--- config.mk ---
export PLATFORM = sky130hd
export DESIGN_NAME = c2rb_cell
export DESIGN_NICKNAME = d
export VERILOG_FILES = /design/src/rtl/c2rb_pkg.sv /design/src/rtl/c2rb_cell.sv
export SDC_FILE = /design/constraint.sdc
export NUM_CORES = 2
export LEC_CHECK = 0
export BUFFER_PORTS_ARGS = -buffer_cell sky130_fd_sc_hd__buf_2
export CAP_MARGIN = 15
export CORE_ASPECT_RATIO = 1.25
export CORE_UTILIZATION = 42
export DETAILED_ROUTE_END_ITERATION = 10
export SLEW_MARGIN = 20
export SYNTH_ARGS = -nofsm -noshare
export SYNTH_HDL_FRONTEND = slang
export SYNTH_SLANG_ARGS = --single-unit
--- constraint.sdc ---
create_clock -name clk -period 8.85 [get_ports clk]
set_clock_uncertainty 0.05 [all_clocks]
set_input_delay 0 -clock clk [delete_from_list [all_inputs] [get_ports clk]]
set_output_delay 0 -clock clk [all_outputs]
set_load 0.02 [all_outputs]
--- src/rtl/c2rb_pkg.sv ---
// Shared constants, types and the arctangent table of the range and bearing converter.
// Used by every module of the block; depends on nothing else.
package c2rb_pkg;

  localparam int COORD_WIDTH  = 24;
  localparam int ANGLE_WIDTH  = 16;
  localparam int GUARD_BITS   = 30;
  localparam int CORDIC_STEPS = 28;
  localparam int SQRT_STEPS   = COORD_WIDTH;
  localparam int NUM_CELLS    = (CORDIC_STEPS > SQRT_STEPS) ? CORDIC_STEPS : SQRT_STEPS;
  localparam int CELL_IDX_W   = $clog2(NUM_CELLS);
  localparam int ATAN_IDX_W   = $clog2(CORDIC_STEPS);

  localparam int CX_W   = COORD_WIDTH + GUARD_BITS + 2;
  localparam int Z_W    = 34;
  localparam int SUM_W  = 2 * COORD_WIDTH;
  localparam int REM_W  = SUM_W + 1;
  localparam int ROOT_W = COORD_WIDTH;

  localparam logic [31:0] EIGHTH_TURN  = 32'h2000_0000;
  localparam logic [31:0] QUARTER_TURN = 32'h4000_0000;
  localparam logic [31:0] HALF_TURN    = 32'h8000_0000;
  localparam logic [31:0] HALF_STEP    = 32'(64'd1 << (31 - ANGLE_WIDTH));
  localparam logic [ANGLE_WIDTH-1:0] COMPASS_OFFSET = ANGLE_WIDTH'(1 << (ANGLE_WIDTH - 2));

  localparam logic [31:0] ATAN_TURNS [CORDIC_STEPS] = '{
    32'h20000000, 32'h12E4051E, 32'h09FB385B, 32'h051111D4, 32'h028B0D43,
    32'h0145D7E1, 32'h00A2F61E, 32'h00517C55, 32'h0028BE53, 32'h00145F2F,
    32'h000A2F98, 32'h000517CC, 32'h00028BE6, 32'h000145F3, 32'h0000A2FA,
    32'h0000517D, 32'h000028BE, 32'h0000145F, 32'h00000A30, 32'h00000518,
    32'h0000028C, 32'h00000146, 32'h000000A3, 32'h00000051, 32'h00000029,
    32'h00000014, 32'h0000000A, 32'h00000005
  };

  typedef struct packed {
    logic x_neg;
    logic y_neg;
    logic steep;
    logic origin;
  } quad_flags_t;

  typedef struct packed {
    logic signed [CX_W-1:0] cx;
    logic signed [CX_W-1:0] cy;
    logic signed [Z_W-1:0]  z;
    logic [SUM_W-1:0]       rem;
    logic [ROOT_W-1:0]      root;
    quad_flags_t            flags;
  } cell_data_t;

  function automatic logic [31:0] atan_turn(input logic [CELL_IDX_W-1:0] i);
    logic [31:0] val;
    val = '0;
    if (32'(i) < CORDIC_STEPS) begin
      val = ATAN_TURNS[i[ATAN_IDX_W-1:0]];
    end
    return val;
  endfunction

endpackage

--- src/rtl/c2rb_cell.sv ---
// One cell of the chain: a vectoring rotation step and, below SQRT_STEPS, one square root digit.
// Depends on c2rb_pkg.
module c2rb_cell import c2rb_pkg::*; (
  input  logic                  clk,
  input  logic                  rst,
  input  logic [CELL_IDX_W-1:0] idx,
  input  logic                  up_valid,
  output logic                  ready,
  input  cell_data_t            up_data,
  output logic                  valid,
  output cell_data_t            data,
  input  logic                  dn_ready
);

  logic                   cordic_on, sqrt_on;
  logic [CELL_IDX_W-1:0]  k;
  logic signed [CX_W-1:0] dx, dy;
  logic signed [Z_W-1:0]  z_step;
  logic [REM_W-1:0]       trial;
  cell_data_t             data_next;

  assign ready     = !valid || dn_ready;
  assign cordic_on = 32'(idx) < CORDIC_STEPS;
  assign sqrt_on   = 32'(idx) < SQRT_STEPS;
  assign k         = CELL_IDX_W'(SQRT_STEPS - 1) - idx;
  assign dx        = up_data.cy >>> idx;
  assign dy        = up_data.cx >>> idx;
  assign z_step    = $signed({{(Z_W-32){1'b0}}, atan_turn(idx)});
  assign trial     = ((REM_W'(up_data.root) << 1) + (REM_W'(1) << k)) << k;

  always_comb begin
    data_next = up_data;
    if (cordic_on) begin
      if (!up_data.cy[CX_W-1]) begin
        data_next.cx = up_data.cx + dx;
        data_next.cy = up_data.cy - dy;
        data_next.z  = up_data.z + z_step;
      end else begin
        data_next.cx = up_data.cx - dx;
        data_next.cy = up_data.cy + dy;
        data_next.z  = up_data.z - z_step;
      end
    end
    if (sqrt_on && ({1'b0, up_data.rem} >= trial)) begin
      data_next.rem  = up_data.rem - trial[SUM_W-1:0];
      data_next.root = up_data.root | (ROOT_W'(1) << k);
    end
  end

  always_ff @(posedge clk) begin
    if (rst) begin
      valid <= 1'b0;
    end else if (ready) begin
      valid <= up_valid;
    end
  end

  always_ff @(posedge clk) begin
    if (ready) begin
      data <= data_next;
    end
  end

endmodule

==> metrics.yaml <==
outcome:
  outcome: "finished, final reports clean"
synthesis:
  avgSynthCellArea_um2: 8.34
  synth_seq_cells: 223
  syn_inst: 4192
  synth_area_leader_cell: "edfxtp_1"
  synth_area_leaders: "edfxtp_1, ha_1, mux4_2"
  ys_seq_area_share_pct: 19.1
  async_reset_ff_share_pct: 0
  synthFlopType: "edfxtp_1"
  yosysWarnings: 0
  synth-edff-count: 222
  synthDistinctLibCells: 105
  yosysTopAreaCellShare_pct: 19.1
  syn_area_um2: 34900
  synth_nets: 4655
route:
  drc: 0
  drt_iter0_drc: 3430
  drt_wl_total_um: 147000
  viasPerCell: 6.20
  antenna_left: 0
  num_vias: 36000
  wl_per_cell_um: 25.3
  drt_first_pass_iters: 6
worst_hold_path:
  hp-class: "primary input to flop"
pwr:
  power_frac_clock_pct: 15.9
  p_total_mw: 6.94
  combPwrFrac_pct: 60.0
  netSwitchingFraction_pct: 45.0
  worst_ir_drop_vdd_v: 0.000166
  pwr-share-seq_pct: 24.1
  cellLeakagePower_nw: 17.3
  p_switching_mw: 3.12
  power_density_nw_per_um2: 169
  p_int_mw: 3.82
global_route:
  grt_max_degree: 153
  grt_pass1_wl_um: 217000
  grt.total_usage_pct: 33.5
  grt_pass1_vias: 35100
  grt-ovfl-total: 0
  antenna_found_initial: 4
worst_setup_path:
  start_kind: "primary input"
  crit_path_max_fanout: 120
  worstPathRequired_ns: 9.18
  slowest_delay_ns: 0.62
  arrival_ns: 8.19
  crit_path_top_delay_cell: "o41ai_1"
  crit_type: "primary input to flop"
  critPathCaptureType: "flop"
  cpMostUsedCell: "o21ai_0"
sta:
  finalCritPeriodShare_pct: 88.8
  rsz0062_at_grt: "no"
  setup_viol: 0
  relSlewSlack_pct: 31.1
  tns_ns: 0
  layout_min_cycle_time_ns: 7.86
  worstMarginPinSlew_ns: 1.03
  hold_viol_final: 0
  maxSlewViolCount: 0
  hold_ws_ns: 0.0625
  timing.fmax_mhz: 127
floorplanning:
  die_x_um: 260
  die_y_um: 325
  ios: 455
  initial_core_util_pct: 42.6
  coreArea_um2: 82000
  rows: 117
  fp.dieArea_um2: 84400
cts:
  cts_root_buf: "clkbuf_16"
  clock_sinks: 223
  postCtsHoldBufs: 223
  clk_pin_slew_ns: 0.06
  cts_buffers: 26
  clock_latency_ns: 0.60
  htree_levels: 1
  cts_resized: 0
  cts_tree: "done"
  cts_setup_buffers: 0
  clockBufferDepth: 3
place:
  place.gp.congestion: 1.05
  dp.final_hpwl_um: 115000
  portBuffers: 454
  dp_cells: 5529
final_layout:
  fin_nets: 5172
  layoutNonFillerInstCount: 5802
  layout-drive-gt1-share_pct: 19.1
  area_growth_pct: 17.8
  fill_cells: 7991
  final_core_util_pct: 50.2
job:
  drv_cap: 0
[cells in the mapped netlist (all sizes together), types with 43 or more instances]
master and n:
nor2 447, a21oi 411, nand2 389, o21ai 270, ha 227, edfxtp 222
mux2i 212, xnor2 182, mux2 158, a21o 135, mux4 131, clkbuf 130
buf 125, xor2 125, nand3 80, inv 78, nor3 75, a31oi 53
nand2b 53, o21a 48, a211oi 47, and3 43
[final cells by class]
| class | instances | area [um^2] | share of cell area, % |
|---|---|---|---|
| multi-input combinational | 3636 | 26800 | 65.2 |
| sequential | 223 | 6690 | 16.2 |
| timing repair buffer | 744 | 5160 | 12.5 |
| tap | 1071 | 1340 | 3.26 |
| clock buffer | 33 | 698 | 1.70 |
| inverter | 78 | 300 | 0.730 |
| clock inverter | 14 | 148 | 0.359 |
| antenna | 3 | 7.51 | 0.0182 |
[kinds of logic after synthesis]
kind of cell	count (synthesis)	share of synthesized area, %
flops	223	19.1
fa+ha+maj	232	8.41
simple gates	1313	17.6
xor+xnor	307	7.69
mux	501	19.7
buf+inv	333	4.22
compound gates	1283	23.3
[layer usage]
| metal | global-route usage [%] | vias to the layer above | share of wire [%] |
|---|---|---|---|
| met5 | 0 | - | 0.018 |
| met4 | 20.4 | 4 | 7.0 |
| met3 | 4.51 | 382 | 6.2 |
| met2 | 59.0 | 1530 | 50 |
| met1 | 38.1 | 17200 | 37 |
| li1 | - | 16900 | - |
[worst paths after layout]
| path | startpoint | endpoint | slack, ns | cells past startpoint |
|---|---|---|---|---|
| setup / recovery | idx[1] | data[218] | 0.99 | 31 |
| hold / removal | up_data[137] | data[137] | 0.06 | 3 |
| hold reg to reg | valid | data[52] | 0.96 | 1 |
| setup reg to reg | valid | data[114] | 6.68 | 2 |
[registers in the layout (all words and copies together), names as in the netlist]
| register | count |
|---|---|
| valid | 1 |
| data | 222 |
[metrics by stage]
stage	area, um^2	setup WS, ns
2_1_floorplan	35000	0.0382
3_3_place_gp	38100	0.641
3_5_place_dp	38100	0.610
4_1_cts	41200	1.22
5_1_grt	41200	0.541
6_report	41200	0.989
[critical path, delay by kind of cell]
kind / cells / cell delay (ns)
multiplexers: 1 / 0.41
buffers and inverters: 5 / 1.46
AND/OR/NAND/NOR: 11 / 2.36
XOR/XNOR: 2 / 0.44
AO/OA/AOI/OAI: 10 / 2.73
adder cells (fa/ha/maj): 2 / 0.54
[layout by cell type (no fill, tap or decap), drive strengths merged, types with 31 or more instances in the layout]
| cell | count |
|---|---|
| ha | 227 |
| nand3 | 80 |
| o211ai | 34 |
| dlygate4sd3 | 223 |
| mux4 | 131 |
| a211oi | 47 |
| and3 | 43 |
| clkbuf | 33 |
| mux2 | 158 |
| nand2 | 389 |
| mux2i | 212 |
| nor2b | 40 |
| nand4 | 42 |
| nand2b | 53 |
| nor3 | 75 |
| and2 | 35 |
| nor2 | 447 |
| a21o | 135 |
| edfxtp | 222 |
| buf | 521 |
| o21a | 48 |
| o31ai | 31 |
| xor2 | 125 |
| inv | 78 |
| a21oi | 411 |
| o21bai | 35 |
| a31oi | 53 |
| xnor2 | 182 |
| o21ai | 270 |
[power by group through the flow]
| stage | clock network [mW] | registers, mW | logic (mW) |
|---|---|---|---|
| 2_1_floorplan | 0 | 2.13 | 2.33 |
| 3_3_place_gp | 0 | 1.69 | 4.02 |
| 3_5_place_dp | 0 | 1.69 | 4.01 |
| 4_1_cts | 1.14 | 1.68 | 4.11 |
| 5_1_grt | 1.16 | 1.70 | 4.47 |
| 6_report | 1.11 | 1.67 | 4.16 |
Note: power is estimated with default switching activity, not from simulation.
