--- src/rtl/c2rb_pkg.sv ---
// Shared constants, types and the arctangent table of the range and bearing converter.
// Used by every module of the block; depends on nothing else.
package c2rb_pkg;

  localparam int COORD_WIDTH  = 24;
  localparam int ANGLE_WIDTH  = 16;
  localparam int GUARD_BITS   = 30;
  localparam int CORDIC_STEPS = 28;
  localparam int SQRT_STEPS   = COORD_WIDTH;
  localparam int NUM_CELLS    = (CORDIC_STEPS > SQRT_STEPS) ? CORDIC_STEPS : SQRT_STEPS;
  localparam int CELL_IDX_W   = $clog2(NUM_CELLS);
  localparam int ATAN_IDX_W   = $clog2(CORDIC_STEPS);

  localparam int CX_W   = COORD_WIDTH + GUARD_BITS + 2;
  localparam int Z_W    = 34;
  localparam int SUM_W  = 2 * COORD_WIDTH;
  localparam int REM_W  = SUM_W + 1;
  localparam int ROOT_W = COORD_WIDTH;

  localparam logic [31:0] EIGHTH_TURN  = 32'h2000_0000;
  localparam logic [31:0] QUARTER_TURN = 32'h4000_0000;
  localparam logic [31:0] HALF_TURN    = 32'h8000_0000;
  localparam logic [31:0] HALF_STEP    = 32'(64'd1 << (31 - ANGLE_WIDTH));
  localparam logic [ANGLE_WIDTH-1:0] COMPASS_OFFSET = ANGLE_WIDTH'(1 << (ANGLE_WIDTH - 2));

  localparam logic [31:0] ATAN_TURNS [CORDIC_STEPS] = '{
    32'h20000000, 32'h12E4051E, 32'h09FB385B, 32'h051111D4, 32'h028B0D43,
    32'h0145D7E1, 32'h00A2F61E, 32'h00517C55, 32'h0028BE53, 32'h00145F2F,
    32'h000A2F98, 32'h000517CC, 32'h00028BE6, 32'h000145F3, 32'h0000A2FA,
    32'h0000517D, 32'h000028BE, 32'h0000145F, 32'h00000A30, 32'h00000518,
    32'h0000028C, 32'h00000146, 32'h000000A3, 32'h00000051, 32'h00000029,
    32'h00000014, 32'h0000000A, 32'h00000005
  };

  typedef struct packed {
    logic x_neg;
    logic y_neg;
    logic steep;
    logic origin;
  } quad_flags_t;

  typedef struct packed {
    logic signed [CX_W-1:0] cx;
    logic signed [CX_W-1:0] cy;
    logic signed [Z_W-1:0]  z;
    logic [SUM_W-1:0]       rem;
    logic [ROOT_W-1:0]      root;
    quad_flags_t            flags;
  } cell_data_t;

  function automatic logic [31:0] atan_turn(input logic [CELL_IDX_W-1:0] i);
    logic [31:0] val;
    val = '0;
    if (32'(i) < CORDIC_STEPS) begin
      val = ATAN_TURNS[i[ATAN_IDX_W-1:0]];
    end
    return val;
  endfunction

endpackage

--- src/rtl/c2rb_front.sv ---
// Front end: magnitudes, octant folding, squares and their sum, in three stages.
// Depends on c2rb_pkg.
module c2rb_front import c2rb_pkg::*; (
  input  logic                          clk,
  input  logic                          rst,
  input  logic                          up_valid,
  output logic                          ready,
  input  logic signed [COORD_WIDTH-1:0] x_coord,
  input  logic signed [COORD_WIDTH-1:0] y_coord,
  input  logic signed [COORD_WIDTH-1:0] z_coord,
  output logic                          valid,
  output cell_data_t                    data,
  input  logic                          dn_ready
);

  logic                   s1_valid, s2_valid;
  logic                   r1, r2, r3;
  logic [COORD_WIDTH-1:0] ax, ay, az;
  logic [COORD_WIDTH-1:0] big1, small1, z1;
  quad_flags_t            flags1;
  logic [COORD_WIDTH-1:0] big2, small2;
  logic [SUM_W-1:0]       sq_big, sq_small, sq_z;
  logic [SUM_W-1:0]       sq_big2, sq_small2, sq_z2;
  quad_flags_t            flags2;
  logic [SUM_W-1:0]       sum_next;

  assign r3    = !valid || dn_ready;
  assign r2    = !s2_valid || r3;
  assign r1    = !s1_valid || r2;
  assign ready = r1;

  assign ax = x_coord[COORD_WIDTH-1] ? COORD_WIDTH'(-x_coord) : COORD_WIDTH'(x_coord);
  assign ay = y_coord[COORD_WIDTH-1] ? COORD_WIDTH'(-y_coord) : COORD_WIDTH'(y_coord);
  assign az = z_coord[COORD_WIDTH-1] ? COORD_WIDTH'(-z_coord) : COORD_WIDTH'(z_coord);

  always_ff @(posedge clk) begin
    if (rst) begin
      s1_valid <= 1'b0;
      s2_valid <= 1'b0;
      valid    <= 1'b0;
    end else begin
      if (r1) s1_valid <= up_valid;
      if (r2) s2_valid <= s1_valid;
      if (r3) valid    <= s2_valid;
    end
  end

  always_ff @(posedge clk) begin
    if (r1) begin
      big1          <= (ay > ax) ? ay : ax;
      small1        <= (ay > ax) ? ax : ay;
      z1            <= az;
      flags1.x_neg  <= x_coord[COORD_WIDTH-1];
      flags1.y_neg  <= y_coord[COORD_WIDTH-1];
      flags1.steep  <= ay > ax;
      flags1.origin <= (ax == '0) && (ay == '0);
    end
  end

  assign sq_big   = SUM_W'(big1) * SUM_W'(big1);
  assign sq_small = SUM_W'(small1) * SUM_W'(small1);
  assign sq_z     = SUM_W'(z1) * SUM_W'(z1);

  always_ff @(posedge clk) begin
    if (r2) begin
      big2      <= big1;
      small2    <= small1;
      sq_big2   <= sq_big;
      sq_small2 <= sq_small;
      sq_z2     <= sq_z;
      flags2    <= flags1;
    end
  end

  assign sum_next = sq_big2 + sq_small2 + sq_z2;

  always_ff @(posedge clk) begin
    if (r3) begin
      data.cx    <= $signed({{(CX_W-COORD_WIDTH-GUARD_BITS){1'b0}}, big2, {GUARD_BITS{1'b0}}});
      data.cy    <= $signed({{(CX_W-COORD_WIDTH-GUARD_BITS){1'b0}}, small2,
                             {GUARD_BITS{1'b0}}});
      data.z     <= '0;
      data.rem   <= sum_next;
      data.root  <= '0;
      data.flags <= flags2;
    end
  end

endmodule

--- config.mk ---
export PLATFORM = sky130hd
export DESIGN_NAME = c2rb_front
export DESIGN_NICKNAME = d
export VERILOG_FILES = /design/src/rtl/c2rb_pkg.sv /design/src/rtl/c2rb_front.sv
export SDC_FILE = /design/constraint.sdc
export NUM_CORES = 2
export LEC_CHECK = 0
export ABC_CLOCK_PERIOD_IN_PS = 10700
export BUFFER_PORTS_ARGS = -buffer_cell sky130_fd_sc_hd__buf_4
export CORE_MARGIN = 10
export CORE_UTILIZATION = 55
export DETAILED_ROUTE_END_ITERATION = 8
export GPL_TIMING_DRIVEN = 0
export PLACE_DENSITY = 0.82
export SETUP_SLACK_MARGIN = 0.2
export SYNTH_ARGS = -nofsm -noshare
export SYNTH_HDL_FRONTEND = slang
export SYNTH_SLANG_ARGS = --single-unit
--- constraint.sdc ---
create_clock -name clk -period 10.7 [get_ports clk]
set_clock_uncertainty 0.2 [all_clocks]
set_input_delay 1.07 -clock clk [delete_from_list [all_inputs] [get_ports clk]]
set_output_delay 1.07 -clock clk [all_outputs]
set_load 0.02 [all_outputs]
==> metrics.md <==
| Metric | Value |
|---|---|
| Worst hold slack | 0.204 ns |
| Inserted Clock Buffers | 42 |
| Per-cell routed wire length | 21.0 µm |
| Clk Tree Root Cell | clkbuf_16 |
| ANT nets after route | 0 |
| Maxcap violations | 0 |
| Worst R2R Setup Slack | 0.76 ns |
| Worst skew pair latency | 0.64 ns |
| Async set or reset register ratio after synthesis | 0% |
| Top Ports | 300 |
| Vias in the first global route | 52300 |
| Synth cell types | 83 |
| Worst rel slew slack | 10.4% |
| Critical R2R Launch | small1[17] |
| Tcrit/Tclk final | 92.9% |
| Fraction of layout cells with a size suffix above 1 | 5.63% |
| Final GP Congestion | 1.03 |
| Commonest non-fill, non-tap cell in the layout | inv_1 |
| Final HPWL DP | 155000 µm |
| First-pass DRT Iterations | 6 |
| CTS tree | done |
| F_max | 101 MHz |
| RSZ-0062 raised after global routing | false |
| Post-synth top area cell | fa_1 |
| Max Slew Vio Count | 0 |
| Drt via density | 5.46 |
| Top_reg_cell synth | edfxtp_1 |
| CORE AREA | 0.122 mm² |
| Startpoint types | flip-flop |
| Final Util | 59.7% |
| Setup TNS | 0 ns |
| Clock buffer depth | 3 |
| Total track usage | 27.4% |
| Crit end category | flip-flop |
| Final setup vio count | 0 |
| Post-route minimum period | 9.94 ns |
| Reg clk slew, reported paths | 0.07 ns |
| Final #Nets | 9139 |
| Worst path required time | 10.75 ns |
| Mapped cell area | 0.0673 mm² |
| Clk sinks | 370 |
| #FFs+latches synth | 370 |
| Worst-path fanout max | 10 |
| CTS Hold Bufs | 0 |
| Placed cell area | 0.0713 mm² |
| Status | complete, no violations |
| H-tree depth | 2 |
| Die X | 370 µm |
| Yosys warning total | 0 |
| Post-synthesis average cell area | 9.91 µm² |
| Post-synth top area share | 39.0% |
| Beginning of the worst hold path | small2[20] |
| Largest net degree at the start of global routing | 139 |
| GRT overflow | 0 |
| Design Area, Final | 0.0727 mm² |
| Initial Util | 55.3% |
| Hold depth | 0 |
| Final Hold Vio Count | 0 |
| Die height | 370 µm |
| EDFF count, synth | 367 |
| Vias post-DR | 48100 |
| Hold EP | data[160] |
| Antenna violations before repair | 10 |
| R2R Path End | sq_small2[41] |
| WL final | 185000 µm |
| Number of remaining DRC errors | 0 |
| Area growth, synth to finish | 7.98% |
| Most frequent cells in the layout | 1859 x inv_1, 1313 x fa_1, 604 x ha_1 |
| Largest cells by area after synthesis | fa_1 39%, edfxtp_1 16%, ha_1 11% |
| First-pass GRT wire length | 291000 µm |
| Die area | 0.137 mm² |
| Worst-Margin Slew | 1.31 ns |
| Worst EP arrival | 9.99 ns |
| Sequential area share after synthesis | 16.5% |
| Path type of the worst min-delay path | reg2reg |
| Crit Path Class | reg2reg |
| Cell count after synthesis | 6797 |
| Number of cell rows | 128 |
| PortBufs | 177 |
| R2R cell count | 26 |
| Initial DRC Count | 3857 |
==> area by class of cell <==
type                            count  area, µm²
Buffer                            326       1680
Sequential cell                   370      11100
Inverter                         1861       7000
Antenna cell                        4       10.0
Multi-Input combinational cell   4364      48100
Tap cell                         1625       2030
Timing Repair Buffer              181       1420
Clock inverter                     34        372
Fill cell                       10100      49000
Clock buffer                       43       1050
==> critical path: stages, from the launching register on <==
cell and delay (ns):
edfxtp_1 0.65, clkbuf_1 0.54, clkbuf_1 0.63, nand2_1 0.23
fa_1 0.53, inv_1 0.06, fa_1 0.50, fa_1 0.54
inv_1 0.06, fa_1 0.50, inv_1 0.05, fa_1 0.53
fa_1 0.54, inv_1 0.06, fa_1 0.48, inv_1 0.05
ha_1 0.26, clkbuf_1 0.29, nand2_1 0.08, o21ai_0 0.29
nor3_1 0.12, a211oi_1 0.54, nor4b_1 0.20, nor4_1 0.54
or2_2 0.24, a21oi_1 0.07, o311ai_1 0.79
==> flip-flops by register name, summed over array words and instances (netlist names) <==
name and count:
big1 24, big2 24, data 100, flags1 4, flags2 4, s1_valid 1
s2_valid 1, small1 24, small2 24, sq_big2 46, sq_small2 46, sq_z2 47
valid 1, z1 24
==> cells in the mapped netlist, drive strengths merged, types with 24 or more instances <==
master     n
and3      24
buf      131
nor2     166
xor2     100
nand2    564
ha       604
clkbuf   195
nand4     42
and2     361
nor2b     33
xnor2    164
nand3     40
fa      1313
o21bai    33
a21o      97
inv     1861
a21oi    204
edfxtp   367
o31ai     28
nor3      30
mux2i     56
o21ai    122
nand2b    24
a31oi     26
==> cell families (layout without fill, tap and decap cells) <==
| logic type | Yosys count | after routing | share of synthesized area, % |
|---|---|---|---|
| AOI/OAI and AO/OA | 644 | 644 | 6.16 |
| other | 1 | 129 | 0.00557 |
| xor gates and xnor gates | 264 | 264 | 3.44 |
| and+or+nand+nor | 1355 | 1355 | 9.92 |
| muxes | 59 | 59 | 0.883 |
| buffers and inverters | 2187 | 2445 | 12.9 |
| DFF | 370 | 370 | 16.5 |
| adders and majority gates | 1917 | 1917 | 50.3 |
==> what timing repair did <==
item,in CTS,in global routing
buffers inserted,0,0
resized for setup,0,1
setup endpoints to repair,0,1
==> routing by layer <==
metal  vias up  global-route usage [%]  share of wire (%)
li1      21100                       -                  -
met1     24100                    34.7                 37
met2      2350                    44.8                 47
met3       526                    7.25                 11
met4         2                    10.9                4.8
met5         -                       0             0.0060
==> worst max-delay path by stage <==
stage	start	endpoint	slack, ns	cells after the start
after CTS	small1[17]	sq_small2[41]	0.55	26
after floorplan	z1[9]	sq_z2[43]	3.12	26
final	small1[17]	sq_small2[41]	0.76	26
after global routing	small1[17]	sq_small2[41]	0.51	26
after global placement	small1[17]	sq_small2[41]	0.63	26
after detailed placement	small1[17]	sq_small2[41]	0.69	26
==> per-stage QoR <==
stage          std cells  setup WS [ns]
2_1_floorplan       6921           3.12
3_3_place_gp        8723          0.630
3_5_place_dp        8727          0.690
4_1_cts             8804          0.550
5_1_grt             8804          0.511
6_report            8808          0.757
Power is left out: the tool's default activity adds up to more than one toggle a clock period on the data nets, which glitch-free logic cannot reach.
