## src/rtl/c2rb_pkg.sv

```systemverilog
// Shared constants, types and the arctangent table of the range and bearing converter.
// Used by every module of the block; depends on nothing else.
package c2rb_pkg;

  localparam int COORD_WIDTH  = 24;
  localparam int ANGLE_WIDTH  = 16;
  localparam int GUARD_BITS   = 30;
  localparam int CORDIC_STEPS = 28;
  localparam int SQRT_STEPS   = COORD_WIDTH;
  localparam int NUM_CELLS    = (CORDIC_STEPS > SQRT_STEPS) ? CORDIC_STEPS : SQRT_STEPS;
  localparam int CELL_IDX_W   = $clog2(NUM_CELLS);
  localparam int ATAN_IDX_W   = $clog2(CORDIC_STEPS);

  localparam int CX_W   = COORD_WIDTH + GUARD_BITS + 2;
  localparam int Z_W    = 34;
  localparam int SUM_W  = 2 * COORD_WIDTH;
  localparam int REM_W  = SUM_W + 1;
  localparam int ROOT_W = COORD_WIDTH;

  localparam logic [31:0] EIGHTH_TURN  = 32'h2000_0000;
  localparam logic [31:0] QUARTER_TURN = 32'h4000_0000;
  localparam logic [31:0] HALF_TURN    = 32'h8000_0000;
  localparam logic [31:0] HALF_STEP    = 32'(64'd1 << (31 - ANGLE_WIDTH));
  localparam logic [ANGLE_WIDTH-1:0] COMPASS_OFFSET = ANGLE_WIDTH'(1 << (ANGLE_WIDTH - 2));

  localparam logic [31:0] ATAN_TURNS [CORDIC_STEPS] = '{
    32'h20000000, 32'h12E4051E, 32'h09FB385B, 32'h051111D4, 32'h028B0D43,
    32'h0145D7E1, 32'h00A2F61E, 32'h00517C55, 32'h0028BE53, 32'h00145F2F,
    32'h000A2F98, 32'h000517CC, 32'h00028BE6, 32'h000145F3, 32'h0000A2FA,
    32'h0000517D, 32'h000028BE, 32'h0000145F, 32'h00000A30, 32'h00000518,
    32'h0000028C, 32'h00000146, 32'h000000A3, 32'h00000051, 32'h00000029,
    32'h00000014, 32'h0000000A, 32'h00000005
  };

  typedef struct packed {
    logic x_neg;
    logic y_neg;
    logic steep;
    logic origin;
  } quad_flags_t;

  typedef struct packed {
    logic signed [CX_W-1:0] cx;
    logic signed [CX_W-1:0] cy;
    logic signed [Z_W-1:0]  z;
    logic [SUM_W-1:0]       rem;
    logic [ROOT_W-1:0]      root;
    quad_flags_t            flags;
  } cell_data_t;

  function automatic logic [31:0] atan_turn(input logic [CELL_IDX_W-1:0] i);
    logic [31:0] val;
    val = '0;
    if (32'(i) < CORDIC_STEPS) begin
      val = ATAN_TURNS[i[ATAN_IDX_W-1:0]];
    end
    return val;
  endfunction

endpackage

```

## src/rtl/c2rb_unfold.sv

```systemverilog
// Output stage: octant and quadrant unfold, bearing rounding, compass option, range rounding.
// Depends on c2rb_pkg.
module c2rb_unfold import c2rb_pkg::*; (
  input  logic                   clk,
  input  logic                   rst,
  input  logic                   compass_mode,
  input  logic                   up_valid,
  output logic                   ready,
  input  cell_data_t             up_data,
  output logic                   out_valid,
  input  logic                   out_stall,
  output logic [COORD_WIDTH-1:0] range_out,
  output logic [ANGLE_WIDTH-1:0] bearing_out
);

  logic [31:0]            oct, folded, turn, rounded;
  logic [ANGLE_WIDTH-1:0] bearing_math, bearing_next;
  logic [COORD_WIDTH-1:0] range_next;

  assign ready = !out_valid || !out_stall;

  always_comb begin
    if (up_data.z[Z_W-1]) begin
      oct = '0;
    end else if (up_data.z > $signed({{(Z_W-32){1'b0}}, EIGHTH_TURN})) begin
      oct = EIGHTH_TURN;
    end else begin
      oct = up_data.z[31:0];
    end
  end

  assign folded = up_data.flags.steep ? (QUARTER_TURN - oct) : oct;

  always_comb begin
    priority if (up_data.flags.origin) begin
      turn = '0;
    end else if (up_data.flags.x_neg && !up_data.flags.y_neg) begin
      turn = HALF_TURN - folded;
    end else if (up_data.flags.x_neg && up_data.flags.y_neg) begin
      turn = HALF_TURN + folded;
    end else if (up_data.flags.y_neg) begin
      turn = '0 - folded;
    end else begin
      turn = folded;
    end
  end

  assign rounded      = turn + HALF_STEP;
  assign bearing_math = rounded[31 -: ANGLE_WIDTH];
  assign bearing_next = compass_mode ? (COMPASS_OFFSET - bearing_math) : bearing_math;
  assign range_next   = (up_data.rem > SUM_W'(up_data.root)) ? (up_data.root + ROOT_W'(1))
                                                             : up_data.root;

  always_ff @(posedge clk) begin
    if (rst) begin
      out_valid <= 1'b0;
    end else if (ready) begin
      out_valid <= up_valid;
    end
  end

  always_ff @(posedge clk) begin
    if (ready) begin
      range_out   <= range_next;
      bearing_out <= bearing_next;
    end
  end

endmodule

```

## config.mk

```make
export PLATFORM = sky130hd
export DESIGN_NAME = c2rb_unfold
export DESIGN_NICKNAME = d
export VERILOG_FILES = /design/src/rtl/c2rb_pkg.sv /design/src/rtl/c2rb_unfold.sv
export SDC_FILE = /design/constraint.sdc
export NUM_CORES = 1
export LEC_CHECK = 0
export ABC_AREA = 1
export CAP_MARGIN = 25
export CELL_PAD_IN_SITES_DETAIL_PLACEMENT = 0
export CELL_PAD_IN_SITES_GLOBAL_PLACEMENT = 1
export CORE_MARGIN = 8
export CORE_UTILIZATION = 40
export DETAILED_ROUTE_END_ITERATION = 16
export DONT_BUFFER_PORTS = 1
export PLACE_DENSITY = 0.77
export SETUP_SLACK_MARGIN = 0.1
export SLEW_MARGIN = 15
export SYNTH_ARGS = -nofsm -noshare
export SYNTH_HDL_FRONTEND = slang
export SYNTH_SLANG_ARGS = --single-unit
export TNS_END_PERCENT = 10
```

## constraint.sdc

```tcl
create_clock -name clk -period 8.6 [get_ports clk]
set_clock_uncertainty 0.15 [all_clocks]
set_input_delay 1.29 -clock clk [delete_from_list [all_inputs] [get_ports clk]]
set_output_delay 1.29 -clock clk [all_outputs]
set_load 0.03 [all_outputs]
```

==> metrics, run 1 <==
TritonCTS Buffers=5; n_diodes=0; clk slew on worst S/H paths=70 ps; WL/cell=13.8 um; status=completed; worst flop-to-flop path startpoint=out_valid; Hold Violations, Final=0; Hold Crit Depth=1; RSZ-0062 raised after global routing=no; Post-Synth Simple-Gate Area=46.6%; r2r endpoint=range_out[7]; final wirelength=14.8 mm; Hold Path Origin=rst; pre-CTS setup slack=2480 ps; Critical Path Fanout Max=37; layout cells sized above 1=9.90%; most common cell after layout, fill and taps aside=nand2_1; CP delay by family, top=simple AND/OR/NAND/NOR gates; ANT nets after route=0; largest net degree at the start of global routing=46; Cell Area, Synth=0.00563 mm^2; global-route wire length before repair=24.1 mm; initial DRC count=204; Die X=135 um; GRT Total Usage=15.9%; core box area=0.0138 mm^2; H-Tree Depth=2; # nets final=1,143; Syn Inst Count=899; final slew viol count=0; Mapped Nets=1,154; CP dominant cell by count=nand2_1; # setup viols final=0; most frequent cells in the layout=265 x nand2_1, 123 x inv_1, 99 x nor2_1, 85 x nand3_1, 40 x edfxtp_1; largest buffer count on any clock path=2; yosys warns=0; Critical Path Start Type=primary input; multiplexer share of the synthesized area=0%; First-pass DRT Iterations=4; slack of the critical path=2800 ps; worst-margin pin slew=793 ps; post-synthesis compound-gate area fraction=8.64%; CTS resizes=0; XOR/XNOR Fraction of Synth Area=5.29%; dominant synthesized flop cell=edfxtp_1; top area cells in the synthesized netlist=edfxtp_1 21%, nand2_1 18%, inv_1 8.2%; Vias=5,334; DR vias/cell=4.99; Post-Synth Adder-Cell Area=6.22%; Crit path arrival time=5680 ps; Port Buffers=0; Hold WC Path Type=primary input to flop; fin crit share=67.4%; GP Congestion=0.856; global route total overflow=0; post-synthesis sequential area ratio=21.7%; Yosys top cell area share=21.3%; MaxCap Viol Count=0; Synth async-reset ratio=0%; Chip Height=135 um; HPWL Detailed=12.5 mm; Leak Pwr=2.97 nW; initial core utilization=40.7%; Setup Buffers After CTS=0; Worst EP required=8480 ps; Final Core Density=42.7%; leading area contributor after synthesis=edfxtp_1; r2r worst-path depth=2; Buffers & Inverters on Critical Path=2; CTS tree=done; worst-case headroom to the max-slew limit=46.4%; largest family of logic cells by synthesized area=simple AND/OR/NAND/NOR gates; cell area after layout=0.00591 mm^2; Slowest cell on crit path=ha_1; number of clock sinks=41; die area=0.0181 mm^2; EDFF count, synth=40; Avg Cell Area, Syn=6.27 um^2; VDD IR max=70.3 uV; Fmax=173 MHz; fin crit period=5800 ps; initial antenna violation count=0; Hold EP=out_valid; I/O pin count=269; synthesized flop and latch total=41; PwrDens=130 mW/mm^2; vias in the first global route=5,031; critical path class=primary input to flop; Synth cell types=43; Residual DRC=0; placed instance area=0.00574 mm^2; Worst setup EP type=flop; setup TNS=0 ps; FF-to-FF setup slack=7050 ps; clk_lat worst skew=280 ps; root buffer cell=clkbuf_16; Area Growth Syn to Fin=4.86%; slowest stage delay, CP=270 ps; Row Count=43; Hold-fix buffers, CTS=0; Final Power=0.769 mW
## kinds of logic (layout without fill, tap and decap cells)
group | after synthesis | after routing
compound gates | 76 | 76
xor+xnor | 34 | 34
fa+ha+maj | 28 | 28
buf+inv | 157 | 147
flops | 41 | 41
simple gates | 563 | 563
## routing by layer
| layer | part of all wire (%) | vias up | track usage (%) |
|---|---|---|---|
| li1 | - | 2898 | - |
| met1 | 46 | 2312 | 20.1 |
| met2 | 47 | 112 | 26.5 |
| met3 | 5.7 | 12 | 4.05 |
| met4 | 1.3 | 0 | 3.74 |
| met5 | 0 | - | 0 |
## state kept, by name, indices dropped and copies added, names as in the netlist
name / count
bearing_out: 16
range_out: 24
out_valid: 1
## layout make-up
class | instances | area, um^2
clock buffer | 5 | 125
clock inverter | 3 | 46.3
fill | 1490 | 7920
inverter | 138 | 518
multi-input combinational | 701 | 3760
sequential | 41 | 1220
tap | 180 | 225
timing repair buffer | 1 | 7.51
## worst max path at each step
| stage | depth (start not counted) | from | slack, ps | end |
|---|---|---|---|---|
| floorplan | 36 | up_data[109] | 3190 | bearing_out[14] |
| global placement | 32 | up_data[90] | 2500 | bearing_out[14] |
| detailed placement | 34 | up_data[83] | 2480 | bearing_out[14] |
| CTS | 34 | up_data[83] | 2790 | bearing_out[14] |
| global route | 34 | up_data[80] | 2180 | bearing_out[14] |
| finish | 34 | up_data[83] | 2800 | bearing_out[14] |
## power breakdown
group	switching, mW	internal (mW)	total [mW]
Combinational	0.161	0.0820	0.243
Sequential	0.0585	0.252	0.310
Clock	0.0782	0.137	0.216
Total	0.298	0.471	0.769
## cells in the mapped netlist (9+ instances only)
cell type	count
nand2_1	266
inv_1	123
nor2_1	99
nand3_1	85
edfxtp_1	40
xor2_1	29
ha_1	28
a21oi_1	26
nand4_1	22
nor2_2	19
nand2_2	16
o21ai_0	15
inv_2	13
nor4_1	13
nor3_1	12
nand3_2	10
nand3b_1	10
o21ai_1	9
## metrics by stage
| stage | cells | hold slack, ps |
|---|---|---|
| detailed placement | 1061 | 987 |
| floorplan | 899 | 1210 |
| CTS | 1069 | 906 |
| finish | 1069 | 911 |
| global placement | 1061 | 974 |
| global route | 1069 | 900 |
Power figures use the tool's default switching activity.
==> run 2, diff against run 1 <==
--- a/config.mk
+++ b/config.mk
@@ -10,10 +10,10 @@
 export CELL_PAD_IN_SITES_DETAIL_PLACEMENT = 0
 export CELL_PAD_IN_SITES_GLOBAL_PLACEMENT = 1
 export CORE_MARGIN = 8
-export CORE_UTILIZATION = 40
+export CORE_UTILIZATION = 39
 export DETAILED_ROUTE_END_ITERATION = 16
 export DONT_BUFFER_PORTS = 1
-export PLACE_DENSITY = 0.77
+export PLACE_DENSITY = 0.79
 export SETUP_SLACK_MARGIN = 0.1
 export SLEW_MARGIN = 15
 export SYNTH_ARGS = -nofsm -noshare
==> constraint.sdc (replaced) <==
create_clock -name clk -period 4.75 [get_ports clk]
set_clock_uncertainty 0.15 [all_clocks]
set_input_delay 0.7125 -clock clk [delete_from_list [all_inputs] [get_ports clk]]
set_output_delay 0.7125 -clock clk [all_outputs]
set_load 0.03 [all_outputs]
==> metrics, run 2 (synthesis gave the netlist of run 1 again) <==
Hold Crit Depth=1 (unchanged); GRT Total Usage=15.6% (was 15.9%); die area=0.0185 mm^2 (was 0.0181 mm^2); Reg area=0.00122 mm^2 (unchanged); ANT nets after route=0 (unchanged); Port Buffers=0 (unchanged); critical path class=primary input to flop (unchanged); Area Growth Syn to Fin=17.9% (was 4.86%); Row Count=44 (was 43); Buffers & Inverters on Critical Path=2 (unchanged); n_diodes=0 (unchanged); most frequent cells in the layout=252 x nand2_1, 108 x inv_1, 87 x nor2_1, 79 x nand3_1, 63 x buf_4 (was 265 x nand2_1, 123 x inv_1, 99 x nor2_1, 85 x nand3_1, 40 x edfxtp_1); Worst EP required=4630 ps (was 8480 ps); global route total overflow=0 (unchanged); TritonCTS Buffers=5 (unchanged); largest registers=range_out (24), bearing_out (16), out_valid (1) (unchanged); PwrDens=222 mW/mm^2 (was 130 mW/mm^2); Hold WC Path Type=primary input to flop (unchanged); fin crit period=4410 ps; CP dominant cell by count=nand2_1 (unchanged); DR vias/cell=4.84 (was 4.99); Residual DRC=0 (unchanged); Fill cells=1,515 (was 1,490); core box area=0.0143 mm^2 (was 0.0138 mm^2); # setup viols final=0 (unchanged); worst-margin pin slew=799 ps (was 793 ps); CP delay by family, top=simple AND/OR/NAND/NOR gates (unchanged); most common cell after layout, fill and taps aside=nand2_1 (unchanged); fin crit share=92.9%; Final Power=1.47 mW (was 0.769 mW); Die X=136 um (was 135 um); GP Congestion=0.840 (was 0.856); status=completed (unchanged); final hold slack=343 ps (was 911 ps); r2r endpoint=bearing_out[9] (was range_out[7]); CTS tree=done (unchanged); Chip Height=136 um (was 135 um); global-route wire length before repair=24.1 mm (about the same); FF-to-FF setup slack=2850 ps (was 7050 ps); HPWL Detailed=12.9 mm (was 12.5 mm); root buffer cell=clkbuf_16 (unchanged); slowest stage delay, CP=200 ps (was 270 ps); clk_lat worst skew=280 ps (about the same); Critical Path Start Type=primary input (unchanged); r2r worst-path depth=2 (unchanged); Slowest cell on crit path=ha_2 (was ha_1); RSZ-0062 raised after global routing=yes (was no); Crit path arrival time=4290 ps (was 5680 ps); Worst setup EP type=flop (unchanged); number of clock sinks=41 (unchanged); Hold EP=out_valid (unchanged); # nets final=1,207 (was 1,143); final slew viol count=0 (unchanged); vias in the first global route=5,273 (was 5,031); WL/cell=13.1 um (was 13.8 um); Leak Pwr=3.32 nW (was 2.97 nW); area of the multi-input gates=0.00396 mm^2 (was 0.00376 mm^2); Hold Violations, Final=0 (unchanged); largest buffer count on any clock path=2 (unchanged); clk slew on worst S/H paths=60 ps (was 70 ps); worst setup path startpoint=up_data[83] (unchanged); worst flop-to-flop path startpoint=out_valid (unchanged); layout cells sized above 1=21.4% (was 9.90%); final wirelength=14.9 mm (was 14.8 mm); Vias=5,507 (was 5,334); VDD IR max=132 uV (was 70.3 uV); I/O pin count=269 (unchanged); initial DRC count=209 (was 204); initial antenna violation count=0 (unchanged); Fmax=227 MHz; Final Core Density=46.4% (was 42.7%); Hold Path Origin=rst (unchanged); Critical Path Fanout Max=4 (was 37); H-Tree Depth=2 (unchanged); initial core utilization=39.4% (was 40.7%); worst-case headroom to the max-slew limit=46.0% (was 46.4%); max FFs per register=24 (unchanged); placed instance area=0.00628 mm^2 (was 0.00574 mm^2); First-pass DRT Iterations=5 (was 4); largest net degree at the start of global routing=46 (unchanged); Top reg by flops=range_out (unchanged); cell area after layout=0.00664 mm^2 (was 0.00591 mm^2); MaxCap Viol Count=0 (unchanged)
[run 2: final cells by class]
cell class,instances,share of cell area [%]
clock buffers,5,1.88
multi-input cells,701,59.6
flip-flops and latches,41,18.4
clock inverters,3,0.622
inverters,138,8.52
repair buffers,65,7.52
well taps,184,3.47
[run 2: through the flow]
step,TNS [ps],worst slack (ps),cells
6_report,0,338,1137
5_1_grt,0,9.33,1137
4_1_cts,0,186,1133
3_5_place_dp,-239,-104,1125
3_3_place_gp,-187,-78.0,1125
2_1_floorplan,0,63.9,899
[run 2: timing repair]
action / 4_1_cts / 5_1_grt
setup buffers: 0 / 4
endpoints found under the hold margin: 0 / 0
hold buffers: 0 / 0
gates resized for setup: 0 / 60
setup endpoints to repair: 0 / 9
[run 2: how the worst max path moves through the flow]
stage,slack (ps),cells past startpoint,endpoint
2_1_floorplan,60,38,bearing_out[12]
3_3_place_gp,-80,37,bearing_out[12]
3_5_place_dp,-100,35,bearing_out[14]
4_1_cts,190,35,bearing_out[14]
5_1_grt,9,35,bearing_out[14]
6_report,340,36,bearing_out[14]
[run 2: metal layers]
metal | share of wire (%) | track usage (%)
met4 | 0.84 | 3.17
met1 | 44 | 19.1
met2 | 50 | 27.9
met3 | 4.7 | 2.96
met5 | 0 | 0
[run 2: report_power, final]
part / switching [mW] / internal (mW) / leakage (nW)
sequential: 0.106 / 0.456 / 0.425
combinational: 0.321 / 0.213 / 2.82
clock: 0.131 / 0.246 / 0.0775
==> run 3, diff against run 2 <==
--- a/config.mk
+++ b/config.mk
@@ -10,10 +10,10 @@
 export CELL_PAD_IN_SITES_DETAIL_PLACEMENT = 0
 export CELL_PAD_IN_SITES_GLOBAL_PLACEMENT = 1
 export CORE_MARGIN = 8
-export CORE_UTILIZATION = 39
+export CORE_UTILIZATION = 35
 export DETAILED_ROUTE_END_ITERATION = 16
 export DONT_BUFFER_PORTS = 1
-export PLACE_DENSITY = 0.79
+export PLACE_DENSITY = 0.72
 export SETUP_SLACK_MARGIN = 0.1
 export SLEW_MARGIN = 15
 export SYNTH_ARGS = -nofsm -noshare
==> metrics, run 3 (synthesis gave the netlist of run 1 again) <==
placed instance area=0.00661 mm^2 (was 0.00628 mm^2); Die X=143 um (was 136 um); fin crit period=4310 ps (was 4410 ps); Final Core Density=44.4% (was 46.4%); largest net degree at the start of global routing=46 (unchanged); number of clock sinks=41 (unchanged); clk_lat worst skew=280 ps (about the same); Vias=5,638 (was 5,507); n_diodes=0 (unchanged); slack of the critical path=436 ps (was 338 ps); Fmax=232 MHz (was 227 MHz); Residual DRC=0 (unchanged); # setup viols final=0 (unchanged); DR vias/cell=4.66 (was 4.84); Top reg by flops=range_out (unchanged); final wirelength=15.7 mm (was 14.9 mm); Worst setup EP type=flop (unchanged); status=completed (unchanged); Port Buffers=0 (unchanged); Hold EP=out_valid (unchanged); First-pass DRT Iterations=5 (unchanged); FF-to-FF setup slack=2820 ps (was 2850 ps); layout cells sized above 1=24.7% (was 21.4%); r2r worst-path depth=2 (unchanged); initial antenna violation count=0 (unchanged); global route total overflow=0 (unchanged); VDD IR max=125 uV (was 132 uV); most frequent cells in the layout=248 x nand2_1, 113 x inv_1, 102 x buf_4, 89 x nor2_1, 80 x nand3_1 (was 252 x nand2_1, 108 x inv_1, 87 x nor2_1, 79 x nand3_1, 63 x buf_4); fin crit share=90.8% (was 92.9%); Hold Violations, Final=0 (unchanged); Critical Path Start Type=primary input (unchanged); Area Growth Syn to Fin=24.9% (was 17.9%); core box area=0.0158 mm^2 (was 0.0143 mm^2); HPWL Detailed=13.7 mm (was 12.9 mm); clk slew on worst S/H paths=60 ps (about the same); Chip Height=143 um (was 136 um); H-Tree Depth=2 (unchanged); root buffer cell=clkbuf_16 (unchanged); Crit path arrival time=4200 ps (was 4290 ps); CTS tree=done (unchanged); Hold Crit Depth=1 (unchanged); worst flop-to-flop path startpoint=out_valid (unchanged); PwrDens=216 mW/mm^2 (was 222 mW/mm^2); worst-case headroom to the max-slew limit=44.7% (was 46.0%); cell area after layout=0.00703 mm^2 (was 0.00664 mm^2); max FFs per register=24 (unchanged); global-route wire length before repair=25.3 mm (was 24.1 mm); Buffers & Inverters on Critical Path=6 (was 2); vias in the first global route=5,352 (was 5,273); I/O pin count=269 (unchanged); r2r endpoint=bearing_out[9] (unchanged); final slew viol count=0 (unchanged); # nets final=1,248 (was 1,207); slowest stage delay, CP=210 ps (was 200 ps); largest registers=range_out (24), bearing_out (16), out_valid (1) (unchanged); die area=0.0204 mm^2 (was 0.0185 mm^2); Worst EP required=4630 ps (about the same); ANT nets after route=0 (unchanged); TritonCTS Buffers=5 (unchanged); largest buffer count on any clock path=2 (unchanged); worst-margin pin slew=826 ps (was 799 ps); Slowest cell on crit path=ha_2 (unchanged); most common cell after layout, fill and taps aside=nand2_1 (unchanged); pre-CTS setup slack=-140 ps (was -104 ps); critical path class=primary input to flop (unchanged); GRT Total Usage=15.1% (was 15.6%); CP delay by family, top=simple AND/OR/NAND/NOR gates (unchanged); Layout Cells excl Fill=1,210 (was 1,137); Leak Pwr=3.51 nW (was 3.32 nW); initial DRC count=161 (was 209); Critical Path Fanout Max=4 (unchanged); Hold Path Origin=rst (unchanged); RSZ-0062 raised after global routing=no (was yes); initial core utilization=35.6% (was 39.4%); WL/cell=13.0 um (was 13.1 um); placed insts=1,193 (was 1,125); CP dominant cell by count=nand2_1 (unchanged); GP Congestion=0.848 (was 0.840); MaxCap Viol Count=0 (unchanged); Row Count=46 (was 44); Hold WC Path Type=primary input to flop (unchanged)
==> run 3: worst register-to-register path, cell delays in order, from the launching register on <==
cell and delay, ps:
dfxtp_1 520, nand2_2 560, buf_4 430
==> run 3: per-stage QoR <==
| stage | power [mW] | TNS, ps | hold WS [ps] |
|---|---|---|---|
| after floorplan | 0.950 | 0 | 632 |
| after global placement | 1.12 | -404 | 633 |
| after detailed placement | 1.12 | -588 | 633 |
| after CTS | 1.51 | 0 | 337 |
| after global routing | 1.63 | 0 | 337 |
| final | 1.52 | 0 | 342 |
==> run 3: layout make-up <==
cell class                      instances  area (um^2)
Multi-Input combinational cell        701         4010
Clock buffer                            5          125
Sequential cell                        41         1220
Tap cell                              216          270
Timing Repair Buffer                  106          828
Inverter                              138          538
Clock inverter                          3         41.3
Fill cell                            1671         8790
==> run 3: what timing repair did <==
action,CTS,global route
endpoints found under the setup margin,0,13
buffers inserted,0,9
hold buffers,0,0
gates resized for setup,0,55
==> run 3: power by group <==
group          internal [mW]  total (mW)  leakage (nW)  switching, mW
Clock                  0.246       0.381        0.0775          0.136
Combinational          0.247       0.575          3.01          0.329
Sequential             0.456       0.562         0.425          0.106
==> run 3: worst max-delay path by stage <==
stage	startpoint	endpoint	slack (ps)	depth (start not counted)
global placement	up_data[91]	bearing_out[14]	-90	35
detailed placement	up_data[91]	bearing_out[14]	-140	35
floorplan	up_data[109]	bearing_out[12]	60	38
finish	up_data[91]	bearing_out[14]	440	35
CTS	up_data[91]	bearing_out[14]	150	35
global route	up_data[89]	bearing_out[14]	70	34
==> run 3: per-layer routing <==
| layer | vias up | global-route usage [%] | part of all wire (%) |
|---|---|---|---|
| met5 | - | 0 | 0 |
| met4 | 0 | 2.85 | 1.0 |
| met3 | 12 | 3.74 | 5.5 |
| met2 | 100 | 25.7 | 48 |
| met1 | 2410 | 18.8 | 46 |
| li1 | 3116 | - | - |
